[src/rtl/core/rrqs_pkg.sv]
package rrqs_pkg;

  localparam int NUM_TASKS = 16;
  localparam int TASK_W    = $clog2(NUM_TASKS);
  localparam int COUNT_W   = TASK_W + 1;
  localparam int QUANTUM_W = 8;
  localparam int QLEFT_W   = QUANTUM_W + 1;

  localparam logic [QUANTUM_W-1:0] QUANTUM_AT_RESET = QUANTUM_W'(5);
  localparam logic [QLEFT_W-1:0]   QLEFT_MIN        = {1'b1, {(QLEFT_W-1){1'b0}}};

  // task states
  localparam logic [1:0] ST_FREE    = 2'd0;
  localparam logic [1:0] ST_QUEUED  = 2'd1;
  localparam logic [1:0] ST_RUNNING = 2'd2;
  localparam logic [1:0] ST_PARKED  = 2'd3;

  // event codes
  localparam logic [1:0] FN_TICK  = 2'd0;
  localparam logic [1:0] FN_READY = 2'd1;
  localparam logic [1:0] FN_BLOCK = 2'd2;
  localparam logic [1:0] FN_SETQ  = 2'd3;

  typedef struct packed {
    logic [1:0]           func;
    logic [3:0]           task_id;
    logic [QUANTUM_W-1:0] quantum_value;
  } rrqs_in_t;

  typedef struct packed {
    logic [3:0] running_task;
    logic       idle_running;
    logic       switched;
    logic       status;
  } rrqs_out_t;

  typedef struct packed {
    logic load;
    logic exec;
    logic finish;
  } dp_cmd_t;

  typedef struct packed {
    logic pop_pending;
  } dp_status_t;

endpackage

[src/rtl/core/rrqs_ram.sv]
module rrqs_ram #(
  parameter int WIDTH = 8,
  parameter int DEPTH = 16
) (
  input  logic                     clk,
  input  logic                     we,
  input  logic [$clog2(DEPTH)-1:0] waddr,
  input  logic [WIDTH-1:0]         wdata,
  input  logic [$clog2(DEPTH)-1:0] raddr,
  output logic [WIDTH-1:0]         rdata
);

  logic [WIDTH-1:0] mem [DEPTH];

  always_ff @(posedge clk) begin
    if (we) begin
      mem[waddr] <= wdata;
    end
    rdata <= mem[raddr];
  end

endmodule

[src/rtl/core/rrqs_ctrl.sv]
module rrqs_ctrl (
  input  logic                clk,
  input  logic                rst,
  input  logic                start,
  input  rrqs_pkg::dp_status_t dp_status,
  output rrqs_pkg::dp_cmd_t   dp_cmd,
  output logic                busy,
  output logic                done
);
  import rrqs_pkg::*;

  localparam logic [1:0] S_IDLE = 2'd0;
  localparam logic [1:0] S_EXEC = 2'd1;
  localparam logic [1:0] S_POP  = 2'd2;
  localparam logic [1:0] S_DONE = 2'd3;

  logic [1:0] state;
  logic [1:0] state_next;

  always_comb begin
    state_next = state;
    unique case (state)
      S_IDLE: begin
        if (start) begin
          state_next = S_EXEC;
        end
      end
      S_EXEC: begin
        state_next = dp_status.pop_pending ? S_POP : S_DONE;
      end
      S_POP: begin
        state_next = S_DONE;
      end
      S_DONE: begin
        state_next = S_IDLE;
      end
    endcase
  end

  always_ff @(posedge clk) begin
    if (rst) begin
      state <= S_IDLE;
    end else begin
      state <= state_next;
    end
  end

  assign busy          = (state != S_IDLE);
  assign done          = (state == S_DONE);
  assign dp_cmd.load   = start && (state == S_IDLE);
  assign dp_cmd.exec   = (state == S_EXEC);
  assign dp_cmd.finish = (state == S_POP);

endmodule

[src/rtl/core/rrqs_dp.sv]
module rrqs_dp (
  input  logic                                clk,
  input  logic                                rst,
  input  rrqs_pkg::dp_cmd_t                   dp_cmd,
  output rrqs_pkg::dp_status_t                dp_status,
  input  rrqs_pkg::rrqs_in_t                  cmd,
  output rrqs_pkg::rrqs_out_t                 result,
  input  logic                                cfg_we,
  input  logic [rrqs_pkg::QUANTUM_W-1:0]      cfg_data
);
  import rrqs_pkg::*;

  rrqs_in_t             op;
  logic [TASK_W-1:0]    before_task;
  logic                 before_idle;
  logic                 status_r;
  logic [QUANTUM_W-1:0] default_q;
  logic [1:0]           task_state [NUM_TASKS];
  logic [QUANTUM_W-1:0] task_quantum [NUM_TASKS];
  logic [QLEFT_W-1:0]   quantum_left;
  logic [TASK_W-1:0]    current_task;
  logic                 idle_flag;
  logic [TASK_W-1:0]    head;
  logic [TASK_W-1:0]    tail;
  logic [COUNT_W-1:0]   count;

  logic [TASK_W-1:0]    op_id;
  logic                 id_ok;
  logic [1:0]           st_id;
  logic [QLEFT_W-1:0]   ql_dec;
  logic                 ql_low;
  logic                 push_en;
  logic [TASK_W-1:0]    push_id;
  logic                 push_ok;
  logic                 pop_en;
  logic                 st_we;
  logic [TASK_W-1:0]    st_waddr;
  logic [1:0]           st_wdata;
  logic                 q_we;
  logic [QUANTUM_W-1:0] q_wdata;
  logic                 ql_we;
  logic                 idle_set;
  logic                 status_n;
  logic [TASK_W-1:0]    fifo_rdata;

  assign op_id  = TASK_W'(op.task_id);
  assign id_ok  = ({1'b0, op.task_id} < 5'(NUM_TASKS));
  assign st_id  = task_state[op_id];
  assign ql_dec = (quantum_left != QLEFT_MIN) ? quantum_left - 1'b1 : quantum_left;
  assign ql_low = ql_dec[QLEFT_W-1] || (ql_dec == '0);

  always_comb begin
    push_en  = 1'b0;
    push_id  = current_task;
    pop_en   = 1'b0;
    st_we    = 1'b0;
    st_waddr = current_task;
    st_wdata = ST_QUEUED;
    q_we     = 1'b0;
    q_wdata  = op.quantum_value;
    ql_we    = 1'b0;
    idle_set = 1'b0;
    status_n = 1'b0;
    if (dp_cmd.exec) begin
      unique case (op.func)
        FN_TICK: begin
          ql_we = 1'b1;
          if (ql_low && (count != '0)) begin
            // preempt: requeue the running task, then take the head
            if (!idle_flag) begin
              st_we    = 1'b1;
              st_wdata = ST_QUEUED;
              push_en  = 1'b1;
            end
            pop_en = 1'b1;
          end
        end
        FN_READY: begin
          if (!id_ok) begin
            status_n = 1'b1;
          end else if ((st_id == ST_FREE) || (st_id == ST_PARKED)) begin
            if (st_id == ST_FREE) begin
              q_we    = 1'b1;
              q_wdata = default_q;
            end
            st_we    = 1'b1;
            st_waddr = op_id;
            st_wdata = ST_QUEUED;
            push_en  = 1'b1;
            push_id  = op_id;
          end else begin
            status_n = 1'b1;
          end
        end
        FN_BLOCK: begin
          if (idle_flag) begin
            status_n = 1'b1;
          end else begin
            st_we    = 1'b1;
            st_wdata = ST_PARKED;
            if (count != '0) begin
              pop_en = 1'b1;
            end else begin
              idle_set = 1'b1;
            end
          end
        end
        FN_SETQ: begin
          if (id_ok) begin
            q_we = 1'b1;
          end else begin
            status_n = 1'b1;
          end
        end
      endcase
    end else if (dp_cmd.finish) begin
      st_we    = 1'b1;
      st_waddr = fifo_rdata;
      st_wdata = ST_RUNNING;
    end
  end

  assign push_ok = push_en && (count != COUNT_W'(NUM_TASKS));
  assign dp_status.pop_pending = pop_en;

  rrqs_ram #(
    .WIDTH (TASK_W),
    .DEPTH (NUM_TASKS)
  ) u_fifo (
    .clk   (clk),
    .we    (push_ok),
    .waddr (tail),
    .wdata (push_id),
    .raddr (head),
    .rdata (fifo_rdata)
  );

  always_ff @(posedge clk) begin
    if (dp_cmd.load) begin
      op          <= cmd;
      before_task <= current_task;
      before_idle <= idle_flag;
    end
    if (dp_cmd.exec) begin
      status_r <= status_n;
    end
  end

  always_ff @(posedge clk) begin
    if (rst) begin
      default_q    <= QUANTUM_AT_RESET;
      quantum_left <= '0;
      current_task <= '0;
      idle_flag    <= 1'b1;
      head         <= '0;
      tail         <= '0;
      count        <= '0;
      for (int i = 0; i < NUM_TASKS; i++) begin
        task_state[i]   <= ST_FREE;
        task_quantum[i] <= QUANTUM_AT_RESET;
      end
    end else begin
      if (cfg_we) begin
        default_q <= cfg_data;
      end
      if (st_we) begin
        task_state[st_waddr] <= st_wdata;
      end
      if (q_we) begin
        task_quantum[op_id] <= q_wdata;
      end
      if (ql_we) begin
        quantum_left <= ql_dec;
      end
      if (idle_set) begin
        idle_flag <= 1'b1;
      end
      if (push_ok) begin
        tail <= (tail == TASK_W'(NUM_TASKS - 1)) ? '0 : tail + 1'b1;
      end
      if (pop_en) begin
        head <= (head == TASK_W'(NUM_TASKS - 1)) ? '0 : head + 1'b1;
      end
      count <= count + COUNT_W'(push_ok) - COUNT_W'(pop_en);
      if (dp_cmd.finish) begin
        quantum_left <= {1'b0, task_quantum[fifo_rdata]};
        current_task <= fifo_rdata;
        idle_flag    <= 1'b0;
      end
    end
  end

  assign result.running_task = idle_flag ? '0 : 4'(current_task);
  assign result.idle_running = idle_flag;
  assign result.switched     = (idle_flag != before_idle) ||
                               (!idle_flag && (current_task != before_task)) ||
                               ((op.func == FN_BLOCK) && !status_r);
  assign result.status       = status_r;

endmodule

[src/rtl/core/round_robin_quantum_scheduler.sv]
// Round-robin task scheduler with a per-task quantum.
// Command channel: present an event word on cmd and raise start; the word is
// taken at the clock edge where start is high and busy is low. busy stays high
// until the result has been shown, so events are handled one at a time.
// Result channel: done is high for exactly one cycle and result carries the
// word for that event in that cycle only. The receiver cannot hold it off;
// it must take the word when done is high.
// Sequence: after acceptance the event passes the execute state and then the
// done state, with a pop state between them when the event dispatches a task
// from the ready queue (the queue sits in a RAM with registered read). A new
// event can be accepted in the cycle after done.
// Configuration: cfg_data writes the default quantum when cfg_valid is high;
// cfg_ready is always high. Write only while busy is low.
// Reset (rst, synchronous): all tasks free with quantum 5, queue empty,
// idle task running, default quantum 5. The queue RAM is not cleared; only
// entries that have been pushed are ever read.
module round_robin_quantum_scheduler (
  input  logic                            clk,
  input  logic                            rst,
  input  logic                            start,
  output logic                            busy,
  input  rrqs_pkg::rrqs_in_t              cmd,
  output logic                            done,
  output rrqs_pkg::rrqs_out_t             result,
  input  logic                            cfg_valid,
  output logic                            cfg_ready,
  input  logic [rrqs_pkg::QUANTUM_W-1:0]  cfg_data
);
  import rrqs_pkg::*;

  dp_cmd_t    dp_cmd;
  dp_status_t dp_status;

  // config register is always writable
  assign cfg_ready = 1'b1;

  // sequence each event: latch, execute, optional pop, present
  rrqs_ctrl u_ctrl (
    .clk       (clk),
    .rst       (rst),
    .start     (start),
    .dp_status (dp_status),
    .dp_cmd    (dp_cmd),
    .busy      (busy),
    .done      (done)
  );

  // task tables, ready queue and quantum counter
  rrqs_dp u_dp (
    .clk       (clk),
    .rst       (rst),
    .dp_cmd    (dp_cmd),
    .dp_status (dp_status),
    .cmd       (cmd),
    .result    (result),
    .cfg_we    (cfg_valid && cfg_ready),
    .cfg_data  (cfg_data)
  );

`ifndef SYNTHESIS
  a_accept_busy : assert property (@(posedge clk) disable iff (rst)
    (start && !busy) |=> busy)
    else $error("busy not raised after accepting a word");

  a_done_release : assert property (@(posedge clk) disable iff (rst)
    done |=> !busy)
    else $error("busy held after result word");

  a_done_in_busy : assert property (@(posedge clk) disable iff (rst)
    done |-> busy && $past(busy))
    else $error("result word without an event in flight");
`endif

endmodule

[config.mk]
export PLATFORM = sky130hd
export DESIGN_NAME = round_robin_quantum_scheduler
export DESIGN_NICKNAME = d
export VERILOG_FILES = /design/src/rtl/core/rrqs_pkg.sv /design/src/rtl/core/rrqs_ram.sv /design/src/rtl/core/rrqs_ctrl.sv /design/src/rtl/core/rrqs_dp.sv /design/src/rtl/core/round_robin_quantum_scheduler.sv
export SDC_FILE = /design/constraint.sdc
export NUM_CORES = 1
export LEC_CHECK = 0
export BUFFER_PORTS_ARGS = -buffer_cell sky130_fd_sc_hd__buf_2
export CORE_MARGIN = 1
export CORE_UTILIZATION = 60
export CTS_CLUSTER_SIZE = 8
export DETAILED_ROUTE_END_ITERATION = 12
export GPL_TIMING_DRIVEN = 0
export MAX_ROUTING_LAYER = met4
export PLACE_DENSITY = 0.81
export SYNTH_ARGS = -nofsm -noshare
export SYNTH_HDL_FRONTEND = slang
export SYNTH_SLANG_ARGS = --single-unit
export TNS_END_PERCENT = 100
[constraint.sdc]
create_clock -name clk -period 13.55 [get_ports clk]
set_input_delay 2.71 -clock clk [delete_from_list [all_inputs] [get_ports clk]]
set_output_delay 2.71 -clock clk [all_outputs]
set_load 0.005 [all_outputs]
# ---- After elaboration in Yosys (flattened, before gate mapping)
# Memories as Yosys holds them, arrays and structs flattened. A register that Yosys moved wholly into a read port is not among the register bits.
# Index checks and enable logic that the tools add are counted.
dict set report op_classes {
  n_addsub 5
  eq_ne 14
  muxes 67
  n_reduce_logical 22
}
# op n
set ops {}
lappend ops {{two-way mux 8 bit} 7}
lappend ops {{two-way mux 4 bit} 11}
lappend ops {{two-way mux 1 bit} 36}
lappend ops {{two-way mux 2 bit} 6}
lappend ops {{equality test 2 bit, second input constant} 5}
lappend ops {{zero test 9 bit} 1}
lappend ops {{two-way mux 9 bit} 1}
lappend ops {{inequality test 9 bit, second input constant} 1}
lappend ops {{subtractor 9 x 1 -> 9 bit, second input constant} 1}
lappend ops {{adder 4 x 1 -> 4 bit, second input constant} 2}
lappend ops {{equality test 4 bit, second input constant} 2}
lappend ops {{one-hot mux 1 bit (2 select lines)} 4}
lappend ops {{one-hot mux 2 bit (4 select lines)} 1}
lappend ops {{OR reduction 8 bit} 1}
lappend ops {{zero test 2 bit} 3}
lappend ops {{nonzero test 2 bit} 3}
lappend ops {{adder 5 x 1 -> 5 bit} 1}
lappend ops {{logical AND 1 bit} 5}
lappend ops {{inequality test 5 bit, second input constant} 1}
lappend ops {{nonzero test 5 bit} 1}
lappend ops {{subtractor 5 x 1 -> 5 bit} 1}
lappend ops {{equality test 2 x 1 -> 1 bit, second input constant} 2}
lappend ops {{logical OR 1 bit} 4}
lappend ops {{inequality test 4 bit} 1}
lappend ops {{5 further kinds} 7}
dict set report word_totals {
  ff_bits 57
  ram_bits 224
  inputBits 26
  out_inout_bits 10
  elab_cells 126
  memories 3
}
# name words word_bits read_ports rd_ports_with_merged_regs write_ports line_no
set memory_table {}
lappend memory_table {u_dp.task_quantum 16 8 1 0 16 rrqs_dp.sv:19} ;# logic [QUANTUM_W-1:0] task_quantum [NUM_TASKS];
lappend memory_table {u_dp.u_fifo.mem 16 4 1 1 1 rrqs_ram.sv:13} ;# logic [WIDTH-1:0] mem [DEPTH];
lappend memory_table {u_dp.task_state 16 2 1 1 16 rrqs_dp.sv:18} ;# logic [1:0] task_state [NUM_TASKS];

# ---- Longest topological paths before layout
# Gate-level depths: netlist of run 1.
dict set report logic_depth {
  depth_word 13
  ltp_mapped 17
  ltp_nobuf 15
}

# ---- By module
# From an unflattened synthesis of run 1, not the netlist that was laid out.
dict set report unflattened {
  cells_unflattened 986
  area_unflattened_um2 13347.8
}
# module n_inst cells_each area_each_um2
set by_module_without_submodules {}
lappend by_module_without_submodules {rrqs_dp 1 836 10503.8}
lappend by_module_without_submodules {rrqs_ram 1 130 2666.3}
lappend by_module_without_submodules {rrqs_ctrl 1 18 166.4}
lappend by_module_without_submodules {round_robin_quantum_scheduler 1 2 11.3}

# ---- Least setup slack after synthesis of run 1
# Ideal clock, no wire load.
dict set report synth_path {
  kind {input to register}
  from {input port rst}
  to {memory u_dp.task_quantum[2][0] (enable)}
  setup_ns 0.334
  arrival_ns 4.031
  path_slack_ns 9.184
  path_stages 5
  cell_sequence {nor3_1 -> nor3b_1 -> clkbuf_1 -> nand2_1 -> nand2b_1}
}
# item line_no
set synth_rtl {}
lappend synth_rtl {{from (decl)} round_robin_quantum_scheduler.sv:19} ;# input logic rst,
lappend synth_rtl {{to (decl)} rrqs_dp.sv:19}

==> reports/metrics.cfg, run 1 <==
[status]
status = complete, no violations

[worst_setup_path]
crit_slowest_cell = mux4_2
worstPathArrival_ps = 5510
crit_family = compound AO/OA/AOI/OAI gates
start_kind = register
worst_path_most_repeated_cell = a21oi_1
cp_max_fo = 8
path_class = reg -> reg
reg2reg_slack_ps = 8490
critPathMaxStageDelay_ps = 610
path_buf_inv = 4
cp-end-kind = register
r2r-end = u_dp.count[4]
critical_path_required_ps = 13990
rr_worst_depth = 17
crit_chain = clkbuf_1 -> mux4_2 -> mux4_2 -> inv_1 -> ha_1 -> nor2b_1 -> clkbuf_1 -> a21oi_1 -> o21ai_0 -> a21oi_1 -> inv_1 -> ha_1 -> fa_1 -> a21oi_1 -> nor2_1 -> or3_1 -> a21oi_1
path_depth = 17

[sta]
fin_crit_sh_pct = 37.3
slew_violations = 0
tightest_slew_ps = 1080
rsz0062_at_grt = false
fmax_ghz = 0.198
setup_viol_count_final = 0
tns_ps = 0
fin_crit_ps = 5060
slew_headroom_pct = 27.7
skew_ps = 15.4
finalHoldViolCount = 0

[synth]
yosys.area.top_type = edfxtp_1
synth-seq-area-share_pct = 61.0
syn-cell-area_mm2 = 0.0135
synth_top_area_share_pct = 54.3
synthCells = 986
ys.flop_type = edfxtp_1
synth_cell_types = 61
synth.avg_cell_area_um2 = 13.7
synth_edf_count = 244
synth_nets = 1038
synth_area_leaders = edfxtp_1 54%, mux4_2 12%, dfxtp_1 6.7%
postSynth.asyncResetShare_pct = 0
ys_warn_count = 0
ys_ff_latch = 289

[min_path]
hold_depth = 2
worstHoldEndpoint = u_dp.default_q[1]
worstHoldStart = u_dp.default_q[1]
hold_class = reg -> reg

[floorplan]
io_pins = 36
design.core.area_mm2 = 0.0220
die_area_mm2 = 0.0231
die_y_um = 152
die_w_um = 152
row_count = 54
start_util_pct = 61.4

[clock_tree]
clock-sinks = 289
ctsHtreeMaxLevel = 2
post_cts_buffers = 0
cts_inserted_buffers = 42
clockRootBuffer = clkbuf_16
ctsHoldBuffers = 0
post_cts_resize_count = 0
cts.clk_slew.worst_paths_ps = 50
clk_latency_ps = 520
cts_tree = built
cts_buffer_depth = 3

[routing]
firstDrtPassIters = 5
drt-initial-drc-count = 855
routed_wl_mm = 30.6
viasPerCell = 6.31
postRouteAntennaNets = 0
vias = 8676
wl_per_cell_um = 22.3
drcViolationCount = 0

[layout]
drive_above_1_share_pct = 16.8
final_cell_area_mm2 = 0.0152
fillerInstances = 1397
nets = 1115
n_antenna_cell = 0
area_growth_pct = 12.8

[placed_design]
place_congestion = 0.929
portBuffers = 33
placed_area_mm2 = 0.0140
place_hpwl_mm = 20.9

[grt]
track_usage_pct = 28.3
grt_max_degree = 20
grt_pass1_wl_mm = 48.7
grt_pass1_vias = 8947
grt_overflow = 0
antenna_found_initial = 0

[power]
ir_drop_v = 0.000179
power_density_mw_per_mm2 = 175
power_leakage_nw = 5.30

[run]
drv_cap = 0

-- registers in the layout, summed over array words and instances, names as in the netlist, named ones only --
register / count
u_dp.task_quantum: 128
u_dp.u_fifo.mem: 64
u_dp.task_state: 32
u_dp.op: 10
u_dp.quantum_left: 9
u_dp.default_q: 8
u_dp.count: 5
u_dp.before_task: 4
u_dp.current_task: 4
u_dp.head: 4
u_dp.op_id: 4
u_dp.tail: 4
u_dp.u_fifo.rdata: 4
u_ctrl.state: 2
u_dp.before_idle: 1
u_dp.idle_flag: 1
u_dp.status_r: 1
-- through the flow --
stage	setup slack, ps	util, %	hold slack (ps)	cells	power, mW
3_3_place_gp	8330	63.8	473	1299	1.68
5_1_grt	8200	69.2	508	1374	2.75
4_1_cts	8490	69.2	497	1374	2.65
6_report	8490	69.2	492	1374	2.66
3_5_place_dp	8330	63.8	480	1299	1.70
2_1_floorplan	9180	-	452	986	1.54
-- worst max path at each step --
stage,startpoint,end
floorplan,rst,u_dp.task_quantum[2][0]
global placement,rst,u_dp.task_quantum[2][3]
detailed placement,rst,u_dp.task_quantum[2][3]
finish,register,u_dp.count[4]
CTS,register,u_dp.count[4]
global route,register,u_dp.count[4]
-- final cells by class --
cell class / instances / area (um2) / area share [%]
Sequential cell: 289 / 8230 / 54.1
Buffer: 69 / 309 / 2.03
Clock inverter: 2 / 17.5 / 0.115
Inverter: 26 / 97.6 / 0.642
Tap cell: 280 / 350 / 2.30
Timing Repair Buffer: 33 / 165 / 1.09
Multi-Input combinational cell: 602 / 4850 / 31.9
Clock buffer: 73 / 1190 / 7.82
-- Yosys cell counts, types with 4 or more instances --
| master | instances |
|---|---|
| clkbuf_1 | 51 |
| o21ai_0 | 9 |
| edfxtp_1 | 244 |
| nand2_1 | 39 |
| inv_1 | 26 |
| buf_1 | 9 |
| a31oi_1 | 11 |
| ha_1 | 25 |
| a21o_1 | 4 |
| nor2_1 | 172 |
| nor3_1 | 19 |
| nand4_1 | 11 |
| nor2b_1 | 19 |
| mux4_2 | 69 |
| nor3b_1 | 13 |
| mux2_2 | 12 |
| a21oi_1 | 20 |
| a31o_1 | 13 |
| xnor2_1 | 8 |
| and3_1 | 17 |
| buf_6 | 5 |
| nand2b_1 | 27 |
| nor4b_1 | 6 |
| dfxtp_1 | 45 |
| and2_1 | 4 |
| mux2i_1 | 33 |
| nand3_1 | 26 |
-- cell usage in the layout (no fill, tap or decap), drive strengths merged, types with 3 or more instances in the layout --
master / count
edfxtp: 244
nor2: 173
clkbuf: 124
mux4: 69
buf: 51
dfxtp: 45
nand2: 39
mux2i: 33
nand2b: 27
inv: 27
nand3: 26
ha: 25
a21oi: 21
nor3: 19
nor2b: 19
and3: 19
a31o: 16
nor3b: 13
mux2: 12
a31oi: 11
nand4: 11
o21ai: 9
xnor2: 8
nor4b: 6
and2: 5
a21o: 4
or3: 3
a211o: 3
a211oi: 3
-- worst reg2reg max path, stage by stage (launching register included) --
cell and delay [ps]:
dfxtp_1 300, clkbuf_1 490, mux4_2 610, mux4_2 530, inv_1 110, ha_1 170
nor2b_1 50, clkbuf_1 220, a21oi_1 220, o21ai_0 140, a21oi_1 530, inv_1 170
ha_1 270, fa_1 440, a21oi_1 190, nor2_1 70, or3_1 350, a21oi_1 140
-- cells by family (layout without fill, tap and decap cells) --
family | after synthesis | in the layout | share of synthesized area, %
AO/OA/AOI/OAI | 82 | 82 | 4.56
XOR/XNOR | 10 | 10 | 0.650
adder cells (fa/ha/maj) | 26 | 26 | 2.47
buffers and inverters | 95 | 203 | 3.02
flip-flops | 289 | 289 | 61.0
multiplexers | 114 | 114 | 15.0
other | 1 | 1 | 0.0278
AND/OR/NAND/NOR | 369 | 369 | 13.3
-- where the power goes --
part	internal [mW]	switching [mW]	total, mW
logic	0.227	0.391	0.618
clock network	0.589	0.364	0.953
registers	1.04	0.0450	1.08
total	1.86	0.800	2.66
-- metal layers --
| metal | up-vias | routed length [um] | global-route usage [%] |
|---|---|---|---|
| met3 | 96 | 2790 | 5.82 |
| met1 | 4247 | 11700 | 35.2 |
| li1 | 3849 | - | - |
| met5 | - | 0 | - |
| met4 | 0 | 1020 | 11.3 |
| met2 | 484 | 15200 | 46.0 |
Power figures use the tool's default switching activity.
==> run 2: changes to the inputs <==
Settings changed: ABC_AREA set to 1, CORE_UTILIZATION 60 to 56, PLACE_DENSITY 0.81 to 0.8.
Clock period 13.55 ns to 4.19 ns, I/O delays scaled along.
==> reports/metrics.cfg, run 2 <==
[power]
total_power_mw = 9.23  ; +250%
power_leakage_nw = 5.63  ; +6.3%
power_density_mw_per_mm2 = 603  ; +240%
ir_drop_v = 0.000414  ; +130%

[clock_tree]
ctsHtreeMaxLevel = 2  ; unchanged
cts_tree = built
clk_latency_ps = 550  ; +30 ps
clockRootBuffer = clkbuf_16
ctsHoldBuffers = 0  ; unchanged
cts_inserted_buffers = 42  ; unchanged
clock-sinks = 289  ; unchanged
cts.clk_slew.worst_paths_ps = 50  ; about the same
cts_buffer_depth = 3  ; unchanged

[synth]
ys.flop_type = edfxtp_1
synth_edf_count = 244  ; unchanged
synth_top_area_share_pct = 54.5  ; +0.12 points
yosysMostFrequentCell = nor2_1
synth_area_leaders = edfxtp_1 54%, nor2_1 8.4%, dfxtp_1 6.7%
synthCells = 1337  ; +36%
synth-seq-area-share_pct = 61.2  ; +0.14 points
syn-cell-area_mm2 = 0.0135  ; -0.22%
ys_warn_count = 0  ; unchanged
yosys.area.top_type = edfxtp_1
postSynth.asyncResetShare_pct = 0  ; unchanged
ys_ff_latch = 289  ; unchanged
synth_common_cells = 301 x nor2_1, 244 x edfxtp_1, 160 x nand2_1
synth_nets = 1389  ; +34%
synth_cell_types = 44  ; -28%
synth.avg_cell_area_um2 = 10.1  ; -26%

[sta]
slew_violations = 0  ; unchanged
fin_crit_sh_pct = 90.5  ; +53 points
tns_ps = 0  ; unchanged
slew_headroom_pct = 38.4  ; +11 points
tightest_slew_ps = 918  ; -166 ps
setup_viol_count_final = 0  ; unchanged
fin_ws_ps = 400  ; -8090 ps
finalHoldViolCount = 0  ; unchanged
fin_crit_ps = 3790  ; -1270 ps
fmax_ghz = 0.264  ; +34%
skew_ps = 28.9  ; +13.5 ps
rsz0062_at_grt = false

[layout]
reg_top3 = u_dp.task_quantum: 128 flops, u_dp.u_fifo.mem: 64 flops, u_dp.task_state: 32 flops
area_growth_pct = 13.8
layout_common_cells = 301 x nor2_1, 244 x edfxtp_1, 160 x nand2_1
final_common_cell = nor2_1
final_cell_area_mm2 = 0.0153  ; +0.72%
nets = 1469  ; +32%
final_util_pct = 65.1  ; -4.2 points
drive_above_1_share_pct = 10.0  ; -6.8 points
largest_reg_flops = 128  ; unchanged
top_register = u_dp.task_quantum

[grt]
grt_overflow = 0  ; unchanged
grt_max_degree = 28  ; +40%
antenna_found_initial = 1  ; +1
grt_pass1_wl_mm = 54.6  ; +12%
track_usage_pct = 30.5  ; +2.2 points
grt_pass1_vias = 10200  ; +14%

[routing]
viasPerCell = 6.03  ; -4.5%
routed_wl_mm = 35.3  ; +15%
postRouteAntennaNets = 0  ; unchanged
wl_per_cell_um = 20.1  ; -9.9%
drt-initial-drc-count = 1386  ; +62%
vias = 10600  ; +22%
firstDrtPassIters = 6  ; +1
drcViolationCount = 0  ; unchanged

[floorplan]
die_w_um = 157  ; +3.4%
die_area_mm2 = 0.0246  ; +6.8%
start_util_pct = 57.1  ; -4.3 points
die_y_um = 157  ; +3.4%
design.core.area_mm2 = 0.0235  ; +7.2%
row_count = 56  ; +3.7%
io_pins = 36  ; unchanged

[worst_setup_path]
start_kind = register
cp_max_fo = 10  ; +2
path_class = reg -> reg
path_buf_inv = 4  ; unchanged
crit_family = buffers and inverters
cp-end-kind = register
critical_path_required_ps = 4440  ; -9550 ps
crit_chain = clkbuf_1 -> clkbuf_2 -> a21oi_1 -> o21ai_0 -> o211ai_1 -> nand3_1 -> nand2_1 -> inv_1 -> ha_1 -> nand3_2 -> mux2i_2 -> clkbuf_1 -> nor2_1
worst_path_most_repeated_cell = clkbuf_1
crit_slowest_cell = mux2i_2
critPathMaxStageDelay_ps = 630  ; +20 ps
rr_worst_depth = 13  ; -4
reg2reg_slack_ps = 400  ; -8090 ps
worstPathArrival_ps = 4040  ; -1470 ps
r2r-end = u_dp.task_quantum[6][5]

[placed_design]
place_hpwl_mm = 24.3  ; +16%
portBuffers = 32  ; -3.0%
place_congestion = 0.948  ; +2.0%
pre_cts_slack_ps = -81.3  ; -8410 ps
placed_area_mm2 = 0.0141  ; +0.37%

[min_path]
hold_class = reg -> reg
hold_depth = 0  ; -2
worstHoldEndpoint = u_dp.before_task[2]
worstHoldStart = u_dp.current_task[2]

[status]
status = complete, no violations

[run]
drv_cap = 0  ; unchanged

run 2: report_power, final:
part	total [mW]	switching [mW]	leakage [nW]	internal (mW)
Clock	3.09	1.20	0.573	1.89
Combinational	2.53	1.79	2.37	0.733
Sequential	3.61	0.157	2.69	3.46
run 2: final cells by class:
cell class              instances  area [um2]
diodes                          1        2.50
inverters                     104         390
flip-flops and latches        289        8230
fillers                      1795        8230
clock inverters                 3        36.3
multi-input cells             875        4610
repair buffers                 36         198
well taps                     319         399
plain buffers                  69         297
clock buffers                  62        1160
run 2: logic make-up (layout without fill, tap and decap cells):
| family | after synthesis | count (layout) | synth area share [%] |
|---|---|---|---|
| simple gates | 565 | 565 | 18.3 |
| flops | 289 | 289 | 61.2 |
| compound gates | 258 | 258 | 11.1 |
| buf+inv | 173 | 274 | 5.10 |
| fa+ha+maj | 26 | 26 | 2.47 |
| mux | 16 | 16 | 1.19 |
| xor+xnor | 9 | 9 | 0.586 |
| other cells | 1 | 2 | 0.0279 |
run 2: how the worst max path moves through the flow:
stage	end	slack (ps)	startpoint	cells past startpoint
global route	u_dp.count[4]	100	register	20
finish	u_dp.task_quantum[6][5]	400	register	13
detailed placement	u_dp.task_quantum[7][7]	-80	register	13
CTS	u_dp.task_quantum[7][1]	20	register	13
floorplan	u_dp.count[4]	990	register	20
global placement	u_dp.task_quantum[8][7]	-90	register	12
run 2: what timing repair did:
action                                  CTS  global route
endpoints found under the setup margin   10           211
resized for setup                         2            12
buffers inserted                          0             0
pin swaps                                 0             0
run 2: metal layers:
| layer | share of wire [%] | global-route usage, % | up-vias |
|---|---|---|---|
| li1 | - | - | 4795 |
| met1 | 38 | 37.7 | 4991 |
| met2 | 48 | 48.7 | 684 |
| met3 | 11 | 6.33 | 126 |
| met4 | 4.0 | 13.1 | 0 |
| met5 | 0 | - | - |
run 2: per-stage QoR:
| step | std cells | hold slack, ps |
|---|---|---|
| 3_5_place_dp | 1692 | 440 |
| 6_report | 1758 | 462 |
| 4_1_cts | 1757 | 458 |
| 5_1_grt | 1758 | 471 |
| 3_3_place_gp | 1688 | 428 |
| 2_1_floorplan | 1337 | 425 |
